[config.mk]
export PLATFORM = sky130hd
export DESIGN_NAME = tss_cmd_queue
export DESIGN_NICKNAME = d
export VERILOG_FILES = /design/src/tss_pkg.sv /design/src/tss_cmd_queue.sv
export SDC_FILE = /design/constraint.sdc
export NUM_CORES = 1
export LEC_CHECK = 0
export BUFFER_PORTS_ARGS = -buffer_cell sky130_fd_sc_hd__buf_2
export CORE_ASPECT_RATIO = 1.25
export CORE_MARGIN = 2
export CORE_UTILIZATION = 40
export DETAILED_ROUTE_END_ITERATION = 10
export GPL_TIMING_DRIVEN = 0
export PLACE_DENSITY_LB_ADDON = 0.05
export SLEW_MARGIN = 40
export SYNTH_ARGS = -nofsm -noshare
export SYNTH_HDL_FRONTEND = slang
export SYNTH_SLANG_ARGS = --single-unit
[constraint.sdc]
create_clock -name clk -period 3.05 [get_ports clk]
set_input_delay 0.305 -clock clk [delete_from_list [all_inputs] [get_ports clk]]
set_output_delay 0.305 -clock clk [all_outputs]
set_load 0.1 [all_outputs]
[src/tss_pkg.sv]
// Shared types and constants of the triangular system solver.
package tss_pkg;

  // Input opcodes
  localparam logic [1:0] OP_WR_COEF = 2'd0;
  localparam logic [1:0] OP_WR_RHS  = 2'd1;
  localparam logic [1:0] OP_SOLVE   = 2'd2;

  // Configuration register indexes
  localparam logic [0:0] REG_ACTIVE_SIZE = 1'd0;
  localparam logic [0:0] REG_SNAP        = 1'd1;

  localparam int DATA_W = 32;
  localparam int ROW_W  = 4;
  localparam int CFG_W  = 31;

  // Classified command passed from the front end to the solve engine
  typedef struct packed {
    logic [1:0]        op;
    logic [ROW_W-1:0]  row;
    logic [ROW_W-1:0]  col;
    logic [DATA_W-1:0] value;
    logic              forward;
  } cmd_t;

  // One finished result
  typedef struct packed {
    logic [ROW_W-1:0]  index;
    logic [DATA_W-1:0] solution;
    logic              last;
    logic              zero_pivot;
  } res_t;

endpackage

[src/tss_cmd_queue.sv]
// Short command queue between the front end and the solve engine.
module tss_cmd_queue import tss_pkg::*; #(
  parameter int DEPTH = 4
) (
  input  logic clk,
  input  logic rst_n,
  input  logic push,
  input  cmd_t push_cmd,
  output logic full,
  input  logic pop,
  output cmd_t pop_cmd,
  output logic empty
);
  localparam int AW = $clog2(DEPTH);

  cmd_t           mem_r [DEPTH];
  logic [AW-1:0]  wr_ptr_r, rd_ptr_r;
  logic [AW:0]    count_r;

  assign full    = (count_r == (AW+1)'(DEPTH));
  assign empty   = (count_r == '0);
  assign pop_cmd = mem_r[rd_ptr_r];

  // Storage
  always_ff @(posedge clk) begin
    if (push && !full) mem_r[wr_ptr_r] <= push_cmd;
  end

  // Pointers and fill count
  always_ff @(posedge clk) begin
    if (!rst_n) begin
      wr_ptr_r <= '0;
      rd_ptr_r <= '0;
      count_r  <= '0;
    end else begin
      if (push && !full) wr_ptr_r <= wr_ptr_r + AW'(1);
      if (pop && !empty) rd_ptr_r <= rd_ptr_r + AW'(1);
      case ({push && !full, pop && !empty})
        2'b10:   count_r <= count_r + (AW+1)'(1);
        2'b01:   count_r <= count_r - (AW+1)'(1);
        default: count_r <= count_r;
      endcase
    end
  end
endmodule

-- After elaboration in Yosys (flattened, before gate mapping)
Memories as Yosys holds them, arrays and structs flattened. A register that Yosys moved wholly into a read port is not among the register bits.
Index checks and enable logic that the tools add are counted.
- output and inout port bits: 45
- flip-flop bits (word level): 7
- memory bits (writable): 172
- memories kept: 1
- bits of input ports: 47
- word-level logic and storage cells: 22
- equal/unequal tests: 3
- muxes and demuxes: 5
- $add $sub $neg: 4
- reduce and logical (&&, ||, !) cells: 6
- memory list (memory ; depth ; width ; read ports ; clocked after memory_dff ; wr ports ; line ; source):
    mem_r ; 4 ; 43 ; 1 ; 1 ; 1 ; tss_cmd_queue.sv:16 ; cmd_t mem_r [DEPTH];
- operators by type and width (operator ; count):
    one-hot mux 3 bit (2 select lines) ; 1
    adder 2 x 1 -> 2 bit (second input constant) ; 2
    two-way mux 2 bit ; 2
    adder 3 x 1 -> 3 bit (second input constant) ; 1
    == test 3 bit (second input constant) ; 1
    zero test 3 bit ; 1
    subtractor 3 x 1 -> 3 bit (second input constant) ; 1
    == test 2 x 1 -> 1 bit (second input constant) ; 1
    == test 2 bit (second input constant) ; 1
    logical AND 1 bit ; 2
    zero test 1 bit ; 2
    two-way mux 1 bit ; 2
    nonzero test 2 bit ; 1

-- Depth between registers and ports, before layout
Gate-level depths: netlist of the first run.
- depth in word-level cells: 5
- depth in mapped cells: 10
- depth with buffers taken out: 9

-- Worst setup path before layout of the first run
No wires, ideal clock.
- kind: register -> register
- start: register count_r[2]
- end: register count_r[2]
- required time: 2.980 ns
- cell stages (with the launch flop): 11
- setup time: 0.070 ns
- data arrival time: 3.066 ns
- clock period less this slack: 3.136 ns
- setup slack: -0.086 ns
- path buffers: 1
- cells stage by stage: dfxtp_1 -> nor3b_2 -> nor2b_1 -> buf_2 -> inv_2 -> ha_1 -> inv_1 -> fa_1 -> xor2_1 -> or3_1 -> a21boi_1
- cells in the longest elaborated chain, start to end: 5
- elaborated cells on any way between the ends: 12
- classes of those cells: 2 x add/sub; 3 x eq/ne; 1 x mux; 6 x reduce/logical
- ends and longest elaborated chain (item ; line ; source):
    from (decl) ; tss_cmd_queue.sv:18 ; logic [AW:0] count_r;
    from (signal assigned) ; tss_cmd_queue.sv:39 ; 2'b10: count_r <= count_r + (AW+1)'(1);
    from (signal assigned) ; tss_cmd_queue.sv:40 ; 2'b01: count_r <= count_r - (AW+1)'(1);
    from (signal assigned) ; tss_cmd_queue.sv:41 ; default: count_r <= count_r;
    == test 3 bit (*) ; tss_cmd_queue.sv:20 ; assign full = (count_r == (AW+1)'(DEPTH));
    net full ; tss_cmd_queue.sv:9 ; output logic full,
    zero test 1 bit (*) ; tss_cmd_queue.sv:38 ; case ({push && !full, pop && !empty})
    logical AND 1 bit (*) ; tss_cmd_queue.sv:38 ;
    == test 2 x 1 -> 1 bit / == test 2 bit (equally long branches) ; tss_cmd_queue.sv:38 ;
    one-hot mux 3 bit (2 select lines) / nonzero test 2 bit (equally long branches) ; - ;
Mark *: on every way through the listed nets, which the timed path passes. The rest lies on a longest branch.
A chain may end at the register's enable or synchronous reset.

==> results of run 1 <==
==> power by group through the flow <==
stage | Sequential (mW) | Combinational, mW | Clock, mW
after CTS | 3.07 | 3.33 | 2.05
after floorplan | 3.11 | 2.80 | 0
after global placement | 3.13 | 3.28 | 0
after detailed placement | 3.13 | 3.33 | 0
after global routing | 3.09 | 3.42 | 2.15
final | 3.07 | 3.28 | 1.99
==> worst max-delay path, delay by kind of cell, from the launching register on <==
| kind | cells | cell delay (ns) |
|---|---|---|
| mux | 1 | 0.26 |
| buf+inv | 3 | 1.14 |
| flops | 1 | 0.30 |
==> worst min path at each step <==
stage	start	to	slack, ns	cells after the start
2_1_floorplan	push_cmd[0]	mem_r[0][0]$_DFFE_PP_	0.40	0
3_5_place_dp	rd_ptr_r[1]$_SDFFE_PN0P_	register	0.48	2
5_1_grt	push_cmd[25]	mem_r[2][25]$_DFFE_PP_	0.07	1
3_3_place_gp	rd_ptr_r[0]$_SDFFE_PN0P_	rd_ptr_r[0]$_SDFFE_PN0P_	0.47	2
4_1_cts	push_cmd[7]	mem_r[0][7]$_DFFE_PP_	0.08	1
6_report	push_cmd[34]	mem_r[2][34]$_DFFE_PP_	0.1	1
==> registers in the layout, summed over array words and instances (netlist names), named ones only <==
name      flops
mem_r       172
wr_ptr_r      2
rd_ptr_r      2
count_r       3
==> area by class of cell <==
class	instances	share of cell area [%]
Sequential cell	181	65.8
Antenna cell	1	0.0308
Clock inverter	14	1.37
Clock buffer	18	5.28
Timing Repair Buffer	94	6.72
Multi-Input combinational cell	80	15.6
Buffer	12	1.52
Inverter	6	0.277
Tap cell	220	3.39
==> metal layers <==
metal / GRT usage (%) / routed length, um / share of wire [%]
met3: 5.08 / 549 / 4.7
met1: 17.1 / 4930 / 42
met4: 4.94 / 129 / 1.1
met2: 23.1 / 6030 / 52
met5: 0 / 0 / 0
==> placed cells by master, fill, tap and decap left out <==
| master | count |
|---|---|
| nand4bb_1 | 1 |
| xor2_1 | 1 |
| nor2b_1 | 2 |
| buf_6 | 1 |
| buf_2 | 95 |
| fa_1 | 1 |
| inv_6 | 2 |
| clkinv_1 | 1 |
| clkbuf_1 | 3 |
| ha_1 | 5 |
| and2_4 | 4 |
| inv_2 | 1 |
| nor3_2 | 1 |
| mux4_2 | 43 |
| bufinv_16 | 1 |
| buf_16 | 2 |
| mux2i_1 | 2 |
| nor3b_4 | 1 |
| dfxtp_1 | 9 |
| o21ai_0 | 5 |
| clkinvlp_4 | 1 |
| clkbuf_16 | 17 |
| edfxtp_1 | 172 |
| buf_12 | 6 |
| inv_1 | 5 |
| xnor2_1 | 1 |
| clkinv_4 | 2 |
| diode_2 | 1 |
| a21boi_1 | 2 |
| and2_1 | 2 |
| or3_1 | 2 |
| clkinv_2 | 7 |
| nand2_1 | 7 |
==> per-stage QoR <==
| step | power [mW] | TNS [ns] | setup WS [ns] | instances |
|---|---|---|---|---|
| 6_report | 8.34 | 0 | 0.614 | 626 |
| 5_1_grt | 8.66 | 0 | 0.470 | 625 |
| 4_1_cts | 8.46 | 0 | 0.547 | 625 |
| 3_5_place_dp | 6.46 | 0 | 0.894 | 593 |
| 3_3_place_gp | 6.41 | -36.56 | -0.225 | 589 |
| 2_1_floorplan | 5.91 | 0 | 0.152 | 279 |
==> cells by family after synthesis <==
logic type | after synthesis
DFF | 181
muxes | 45
and+or+nand+nor | 20
buffers and inverters | 18
AOI/OAI and AO/OA | 7
adders and majority gates | 6
xor gates and xnor gates | 2
==> results_dict.tcl, run 1 <==
set metrics [dict create \
    drt-initial-drc-count 197 \
    synthCells 279 \
    design_area_um2 8120 \
    fillers 1395 \
    synthArstFlopShare_pct 0 \
    wire_per_inst_um 18.6 \
    ys_seq_elements 181 \
    drcViolationCount 0 \
    crit_top_cell "buf_2" \
    period_share_pct 79.9 \
    slowest_stage "buf_2" \
    synth_top_family_by_area "multiplexers" \
    cts_root_buf "clkbuf_16" \
    clk_pin_slew_ns 0.06 \
    ios 92 \
    synth_top_area_cell "edfxtp_1" \
    synth_area_per_cell_um2 24.2 \
    grt_usage_pct 14.0 \
    p_int_mw 4.89 \
    crit_type "reg2out" \
    portBuffers 90 \
    grt_pass1_wl_um 18000 \
    layout-drive-gt1-share_pct 45.4 \
    slew_headroom_pct 65.7 \
    start_kind "register" \
    cts_tree "built" \
    die_x_um 120 \
    synth_area_leaders "edfxtp_1 (77%), mux4_2 (14%), dfxtp_1 (2.7%), buf_12 (1.2%), ha_1 (0.93%)" \
    synth.most_common_cell "edfxtp_1" \
    viasPerCell 4.90 \
    yosys.area_share.simple_pct 1.82 \
    cp-end-kind "primary output" \
    clkPwrFrac_pct 23.9 \
    max_freq_mhz 410 \
    combPwrFrac_pct 39.3 \
    vias 3067 \
    grt_max_degree 29 \
    hold_class "in2reg" \
    synth_commonest_cells "edfxtp_1 (172), mux4_2 (43), dfxtp_1 (9)" \
    p_per_area_nw_per_um2 1030 \
    die_area_um2 17900 \
    htree_levels 4 \
    core_um2 16600 \
    cp-endpoint "pop_cmd[20]" \
    post_cts_buffers 0 \
    leakage_nw 2.74 \
    worst_pin_slew_ns 0.519 \
    clk_latency_ns 0.42 \
    path_cells "clkbuf_1 > buf_2 > mux4_2 > buf_2" \
    start_util_pct 40.5 \
    period_needed_ns 2.44 \
    ff2ff_path_depth 10 \
    overflow 0 \
    clockBufferDepth 2 \
    synthXorXnorAreaFrac_pct 0.260 \
    drv_slew 0 \
    synthMuxAreaShare_pct 14.7 \
    gp_congestion 0.691 \
    area_growth_pct 20.5 \
    firstDrtPassIters 4 \
    synthAdderAreaFrac_pct 1.22 \
    critPathArrivalTime_ns 2.13 \
    r2r_end "count_r[2]$_SDFFE_PN0P_" \
    drtAntennaViolNets 0 \
    status "completed" \
    seq_power_share_pct 36.8 \
    regToRegStartpoint "count_r[2]$_SDFFE_PN0P_" \
    drv_cap 0 \
    yosys_warnings 0 \
    rsz0062_at_grt "false" \
    p_switching_mw 3.45 \
    ff2ff_setup_slack_ns 0.89 \
    hold_ws_ns 0.0968 \
    fin_skew_ns 0.00932 \
    area.sequential_um2 5350 \
    synthFlopType "edfxtp_1" \
    drt_wl_total_um 11600 \
    cts_resized 0 \
    grt_pass1_vias 3202 \
    slowest_delay_ns 0.42 \
    cts_sinks 181 \
    fin_nets 445 \
    synth-compound-area-share_pct 0.594 \
    hold_buffers 0 \
    swShare_pct 41.3 \
    syn_area_um2 6740 \
    ys_types 23 \
    hold_viol 0 \
    multi_input_area_um2 1270 \
    antenna_found_initial 1 \
    rows 53 \
    dp_hpwl_um 7130 \
    setup_viol 0 \
    ys_seq_area_share_pct 79.3 \
    final_util_pct 48.8 \
    critPathMaxFanout 10 \
    cts_made_buffers 17 \
    synth_top_area_share_pct 76.6 \
    syn-num-nets 332 \
    dpl-instance-area_um2 7580 \
    synth_edf_count 172 \
    required_ns 2.74 \
    ir_drop_mv 0.740 \
    die_y_um 149 \
]
Power figures use the tool's default switching activity.
==> inputs of run 2 (changes only) <==
- clock period: 3.05 -> 2.1 ns (I/O delays scaled with it)
==> run 2 against run 1 <==
  * Hold slack got worse by 0.075 ns
  * Non-clock buffer count grew 38
  * Core utilization increased by 4.1 points
  * Largest power group unchanged
==> results_dict.tcl, run 2 (same netlist as run 1, synthesis figures left out) <==
set metrics [dict create \
    status "completed" \
    ios 92 \
    hold_viol 0 \
    drv_cap 0 \
    dp_hpwl_um 6750 \
    grt_pass1_vias 3472 \
    slowest_stage "mux4_2" \
    ff2ff_setup_slack_ns 0.11 \
    grt_pass1_wl_um 18800 \
    drcViolationCount 0 \
    critPathMaxFanout 10 \
    worst_pin_slew_ns 0.721 \
    rsz0062_at_grt "true" \
    cp-end-kind "primary output" \
    critPathArrivalTime_ns 1.84 \
    largest_reg_flops 172 \
    fin_skew_ns 0.00582 \
    cts_made_buffers 17 \
    layout-drive-gt1-share_pct 42.9 \
    drt_wl_total_um 12100 \
    path_cells "buf_6 > buf_12 > mux4_2 > buf_6" \
    dp_cells 589 \
    core_um2 16600 \
    wire_per_inst_um 18.3 \
    final_util_pct 52.9 \
    whs_path_depth 1 \
    p_per_area_nw_per_um2 1470 \
    period_share_pct 97.8 \
    grt_max_degree 44 \
    hold_class "in2reg" \
    max_freq_mhz 487 \
    vias 3247 \
    max_flop_register "mem_r" \
    ir_drop_mv 1.16 \
    die_x_um 120 \
    cts_tree "built" \
    crit_top_cell "buf_6" \
    period_needed_ns 2.05 \
    use_met1_pct 18.0 \
    grtUsageMet2_pct 23.7 \
    fin_nets 483 \
    slowest_delay_ns 0.55 \
    antenna_found_initial 0 \
    clockBufferDepth 2 \
    portBuffers 90 \
    clk_pin_slew_ns 0.06 \
    clk_latency_ns 0.42 \
    grt_usage_pct 14.5 \
    cp_top_family "buffers and inverters" \
    rows 53 \
    crit_type "reg2out" \
    area_growth_pct 30.6 \
    grt_busiest_layer "met2" \
    gp_congestion 0.710 \
    htree_levels 4 \
    leakage_nw 2.99 \
    setup_viol 0 \
    place_ws_ns 0.0380 \
    required_ns 1.89 \
    r2r_end "count_r[2]$_SDFFE_PN0P_" \
    cts_sinks 181 \
    cp-endpoint "pop_cmd[11]" \
    firstDrtPassIters 4 \
    drt-initial-drc-count 189 \
    start_kind "register" \
    crit_buf_inv 3 \
    drtAntennaViolNets 0 \
    ff2ff_path_depth 9 \
    slew_headroom_pct 51.9 \
    viasPerCell 4.90 \
    setup_slack_ns 0.0456 \
    start_util_pct 40.5 \
    overflow 0 \
    die_y_um 149 \
    fin_cells 663 \
    grt_util_met3_pct 5.05 \
    n_antenna_cell 0 \
    final_common_cell "edfxtp_1" \
    final_cell_mix "edfxtp_1 (172), buf_2 (49), mux4_2 (43)" \
    reg.largest.list "mem_r: 172 flops, count_r: 3 flops" \
    die_area_um2 17900 \
    drv_slew 0 \
    regToRegStartpoint "count_r[1]$_SDFFE_PN0P_" \
    crit_cells 4 \
    setup_tns_ns 0 \
    cts_root_buf "clkbuf_16" \
]
-- run 2: cell count changes in the layout (fill, tap and decap cells not counted), moves of 2 or more --
cell and change:
clkinv_2 -4, buf_4 +8, nor2b_1 -2, buf_16 -2, buf_12 -2, dfxtp_4 +3, buf_2 -46, buf_6 +40
dlygate4sd3_1 +41, bufinv_16 +2, clkinvlp_4 +3, dfxtp_1 -4
-- run 2: final cells by class --
type / count / area [um^2]
inverter: 6 / 22.5
clock buffer: 18 / 429
timing repair buffer: 134 / 1140
tap: 220 / 275
sequential: 181 / 5360
fill: 1338 / 7840
multi-input combinational: 80 / 1300
clock inverter: 14 / 160
buffer: 10 / 125
-- run 2: worst min path at each step --
stage | from | to
after global placement | push_cmd[38] | mem_r[3][38]$_DFFE_PP_
after floorplan | push_cmd[0] | mem_r[0][0]$_DFFE_PP_
after CTS | push_cmd[32] | mem_r[2][32]$_DFFE_PP_
after detailed placement | push_cmd[12] | mem_r[3][12]$_DFFE_PP_
final | push_cmd[32] | mem_r[2][32]$_DFFE_PP_
after global routing | push_cmd[32] | mem_r[2][32]$_DFFE_PP_
-- run 2: worst register-to-register path: cells and delay by family, from the launching register on --
kind | cells | cell delay [ns]
compound gates | 1 | 0.15
xor+xnor | 1 | 0.16
fa+ha+maj | 2 | 0.46
buf+inv | 2 | 0.11
flops | 1 | 0.37
simple gates | 3 | 0.68
-- run 2: routing by layer --
metal,vias up,wire [um]
met2,71,6220
met5,-,0
met1,1696,5170
met4,0,191
met3,16,532
li1,1464,-
-- run 2: power breakdown --
group | internal [mW] | total (mW) | leakage (nW) | switching [mW]
registers | 4.37 | 4.49 | 1.65 | 0.124
logic | 1.61 | 5.34 | 1.05 | 3.72
clock network | 1.86 | 3.15 | 0.277 | 1.29
-- run 2: what timing repair did --
item                       CTS  global route
pin swaps                    0             2
setup endpoints to repair   40            40
hold buffers                41             0
gates resized for setup     60            32
setup buffers                1             2
hold endpoints to repair   160             0
-- run 2: through the flow --
stage | cell area [um^2] | hold slack, ns | total power, mW
5_1_grt | 8800 | 0.0139 | 13.5
4_1_cts | 8690 | 0.00000394 | 13.0
6_report | 8800 | 0.0217 | 13.0
3_5_place_dp | 7510 | 0.430 | 9.40
2_1_floorplan | 6780 | 0.309 | 8.64
3_3_place_gp | 7510 | 0.423 | 9.35
